## config.mk

```make
export PLATFORM = sky130hd
export DESIGN_NAME = lelmq_mul
export DESIGN_NICKNAME = d
export VERILOG_FILES = /design/src/hw/rtl/lelmq_pkg.sv /design/src/hw/rtl/lelmq_mul.sv
export SDC_FILE = /design/constraint.sdc
export NUM_CORES = 2
export LEC_CHECK = 0
export ABC_AREA = 1
export ABC_CLOCK_PERIOD_IN_PS = 9150
export BUFFER_PORTS_ARGS = -buffer_cell sky130_fd_sc_hd__buf_2
export CAP_MARGIN = 20
export CELL_PAD_IN_SITES_DETAIL_PLACEMENT = 0
export CELL_PAD_IN_SITES_GLOBAL_PLACEMENT = 1
export CORE_UTILIZATION = 50
export CTS_CLUSTER_DIAMETER = 80
export CTS_CLUSTER_SIZE = 25
export DETAILED_ROUTE_END_ITERATION = 12
export GPL_TIMING_DRIVEN = 0
export PLACE_DENSITY_LB_ADDON = 0.1
export SLEW_MARGIN = 40
export SYNTH_ARGS = -nofsm -noshare
export SYNTH_HDL_FRONTEND = slang
export SYNTH_SLANG_ARGS = --single-unit
export TNS_END_PERCENT = 100
```

## constraint.sdc

```tcl
create_clock -name clk_i -period 9.15 [get_ports clk_i]
set_input_delay 0.915 -clock clk_i [delete_from_list [all_inputs] [get_ports clk_i]]
set_output_delay 0.915 -clock clk_i [all_outputs]
set_load 0.02 [all_outputs]
```

## src/hw/rtl/lelmq_pkg.sv

```systemverilog
// ----------------------------------------------------------------------------
// lelmq_pkg
// Shared types and constants for the lower-envelope line store with
// minimum query.
// ----------------------------------------------------------------------------
`default_nettype none

package lelmq_pkg;

  // Field widths
  localparam int LINE_W    = 32;
  localparam int DIFF_W    = LINE_W + 1;
  localparam int PROD_W    = 2 * DIFF_W;
  localparam int VAL_W     = 64;
  localparam int STAT_W    = 2;
  localparam int HELD_W    = 11;
  localparam int S_TDATA_W = 3 * LINE_W;
  localparam int M_TDATA_W = 80;

  // Default envelope depth
  localparam int MAX_LINES_DEF = 1024;

  // Result status codes
  typedef enum logic [STAT_W-1:0] {
    STAT_OK    = 2'd0,
    STAT_EMPTY = 2'd1,
    STAT_FULL  = 2'd2,
    STAT_SLOPE = 2'd3
  } status_e;

  // Sequencer states
  typedef enum logic [3:0] {
    S_IDLE,
    S_TOP,
    S_RD_PREV,
    S_DIFF,
    S_MUL_A,
    S_MUL_B,
    S_CMP,
    S_PUSH,
    S_QLOOP,
    S_QMUL,
    S_QADD,
    S_DONE
  } state_e;

  // Which line a query evaluation belongs to
  typedef enum logic [1:0] {
    QS_MID,
    QS_NEXT,
    QS_FINAL
  } qsel_e;

  // Request to the shared multiplier
  typedef struct packed {
    logic                     en;
    logic signed [DIFF_W-1:0] op_a;
    logic signed [DIFF_W-1:0] op_b;
  } mul_req_t;

endpackage : lelmq_pkg

`default_nettype wire

```

## src/hw/rtl/lelmq_mul.sv

```systemverilog
// ----------------------------------------------------------------------------
// lelmq_mul
// Shared signed 33 x 33 multiplier with a registered 66-bit product.
// ----------------------------------------------------------------------------
`default_nettype none

module lelmq_mul (
  input  wire logic                                  clk_i,
  input  wire lelmq_pkg::mul_req_t                   req_i,
  output logic signed [lelmq_pkg::PROD_W-1:0]        prod_o
);

  // Multiply and register the product
  always_ff @(posedge clk_i) begin
    if (req_i.en) begin
      prod_o <= req_i.op_a * req_i.op_b;
    end
  end

endmodule : lelmq_mul

`default_nettype wire

```

==> flow_metrics.tcl <==
set metrics [dict create \
    utilization_pct 53.2 \
    clock-sinks 66 \
    finalNetCount 7054 \
    synth-simple-area-share_pct 16.3 \
    finalHoldViolations 0 \
    top_register "prod_o" \
    cp.required_ps 9230 \
    synthTopCellsByCount "inv_1, nand2_1, fa_1, clkbuf_1, ha_1" \
    tightest_slew_ps 943 \
    layoutNonFillerInstCount 6787 \
    slew_violations 0 \
    dpl_cell_area_um2 45800 \
    crit_fanout 10 \
    ios 134 \
    max_freq_mhz 110 \
    synth_area_leaders "fa_1, inv_1, nand2_1" \
    cp_slowest_cell "clkbuf_1" \
    initial_core_util_pct 50.5 \
    crit_buf_inv 7 \
    cpPeakStageDelay_ps 740 \
    maxCapViolations 0 \
    ant_nets 0 \
    synthAdderAreaFrac_pct 58.5 \
    vias 35500 \
    htree_levels 3 \
    track_usage_pct 40.8 \
    cp-start-kind "input pin" \
    fin_area_um2 46100 \
    path_cells "clkbuf_1 -> clkbuf_1 -> nand2_1 -> fa_1 -> inv_1 -> fa_1 -> fa_1 -> fa_1 -> fa_1 -> fa_1 -> fa_1 -> inv_1 -> fa_1 -> inv_1 -> ha_1 -> nand2_1 -> nor2_1 -> inv_1 -> nor2_2 -> inv_1 -> nor2_1 -> o21ai_0 -> nand4_1 -> nand2_1" \
    top_regs "prod_o: 66 flops" \
    dr.pass1.iters 5 \
    drc 0 \
    placedCellCount 6767 \
    status "completed" \
    rsz0062_at_grt "no" \
    muxShareOfSynthArea_pct 0 \
    synth_area_leader_cell "fa_1" \
    die-area_um2 88900 \
    cp_common_cell "fa_1" \
    synth_cells 5543 \
    avgRoutedWirePerCell_um 25.8 \
    cts_tree "built" \
    timing.final.crit_share_pct 99.7 \
    synth_top_family_by_area "adder cells" \
    grt_pass1_vias 37700 \
    critical_path_class "input pin to flop" \
    wl_um 175000 \
    hold_path_class "input pin to flop" \
    timing.slew.headroom_pct 37.1 \
    clockBufferDepth 2 \
    die_y_um 298 \
    yosysUniqueCellTypes 35 \
    dr.first_iter.drc_count 3325 \
    die_x_um 298 \
    synthXorXnorAreaFrac_pct 0.819 \
    overflow 0 \
    crit_family "adder cells" \
    setup_violations 0 \
    cts_root_buf "clkbuf_16" \
    synth_edf_count 66 \
    ys.flop_type "edfxtp_1" \
    gp_congestion 1.02 \
    synthesis.area_um2 43800 \
    largest_register_ffs 66 \
    rows 108 \
    finalCriticalPeriod_ps 9120 \
    ys_seq_area_share_pct 4.52 \
    grt_pass1_wl_um 254000 \
    cts_buffers 9 \
    synth_compound_area_share_pct 1.36 \
    synth_top_area_share_pct 52.3 \
    avgSynthCellArea_um2 7.91 \
    syn_to_final_growth_pct 5.24 \
    yosys_warnings 0 \
    antenna_found_initial 9 \
    core_area_um2 86800 \
    drive_above_1_share_pct 5.06 \
    portBuffers 68 \
    dp_hpwl_um 148000 \
    ys_async_sr_fraction_pct 0 \
    syn-num-nets 6973 \
    grt_max_degree 67 \
    vias_per_cell 5.23 \
    path_clk_slew_ps 60 \
    synth-seq-cells 66 \
    cp-end-kind "flop" \
    arrival_ps 9200 \
    synth_most_common_cell "inv_1" \
]
[kinds of logic (layout without fill, tap and decap cells)]
group,count (synthesis),in the layout
AOI/OAI and AO/OA,106,106
buffers and inverters,2158,2244
xor gates and xnor gates,41,41
adders and majority gates,1362,1362
DFF,66,66
other,0,3
and+or+nand+nor,1810,1810
[stage by stage]
stage	setup slack (ps)	hold slack, ps	setup TNS [ps]
after floorplan	1340	1030	0
after global placement	-978	1360	-14400
after detailed placement	-249	1360	-1810
after CTS	75.9	1210	0
after global routing	5.79	1090	0
final	30.9	1060	0
[timing repair]
action | 4_1_cts | 5_1_grt
resized for setup | 0 | 10
hold buffers | 0 | 0
setup endpoints to repair | 0 | 12
setup buffers | 0 | 1
[cell type report]
class | count | area, um2
flip-flops and latches | 66 | 1980
fillers | 8779 | 40600
diodes | 3 | 7.51
well taps | 1155 | 1450
multi-input cells | 3319 | 33800
inverters | 1895 | 7110
clock inverters | 7 | 70.1
clock buffers | 9 | 225
repair buffers | 70 | 362
plain buffers | 263 | 1160
[per-layer routing]
layer	vias to the layer above	GRT usage (%)	share of wire [%]
met5	-	0	0.0086
met4	2	25.9	8.2
met3	468	7.47	9.1
met2	1762	63.5	44
met1	18000	52.7	38
li1	15300	-	-
[worst paths after layout]
path / start / end / slack [ps] / depth (start not counted)
max: req_i[60] / prod_o[57]$_DFFE_PP_ / 30 / 24
min: req_i[66] / prod_o[18]$_DFFE_PP_ / 1060 / 1
[cells in the final DEF, fill, tap and decap left out, types with 7 or more instances in the layout]
cell | netlist | final
buf_2 | 0 | 69
nand2_2 | 17 | 17
nor2_2 | 20 | 20
clkbuf_2 | 0 | 132
fa_1 | 1145 | 1142
ha_1 | 217 | 217
clkbuf_16 | 0 | 9
nand3_1 | 70 | 70
inv_1 | 1894 | 1894
xor2_1 | 37 | 37
nand3_2 | 8 | 8
nor3_1 | 7 | 7
a21oi_1 | 61 | 61
nand4_1 | 19 | 19
clkbuf_1 | 262 | 127
o21ai_0 | 19 | 19
o21bai_1 | 14 | 14
nor2_1 | 131 | 131
edfxtp_1 | 66 | 66
nand2_1 | 1517 | 1517
Power is left out: the tool's default activity adds up to more than one toggle a clock period on the data nets, which glitch-free logic cannot reach.
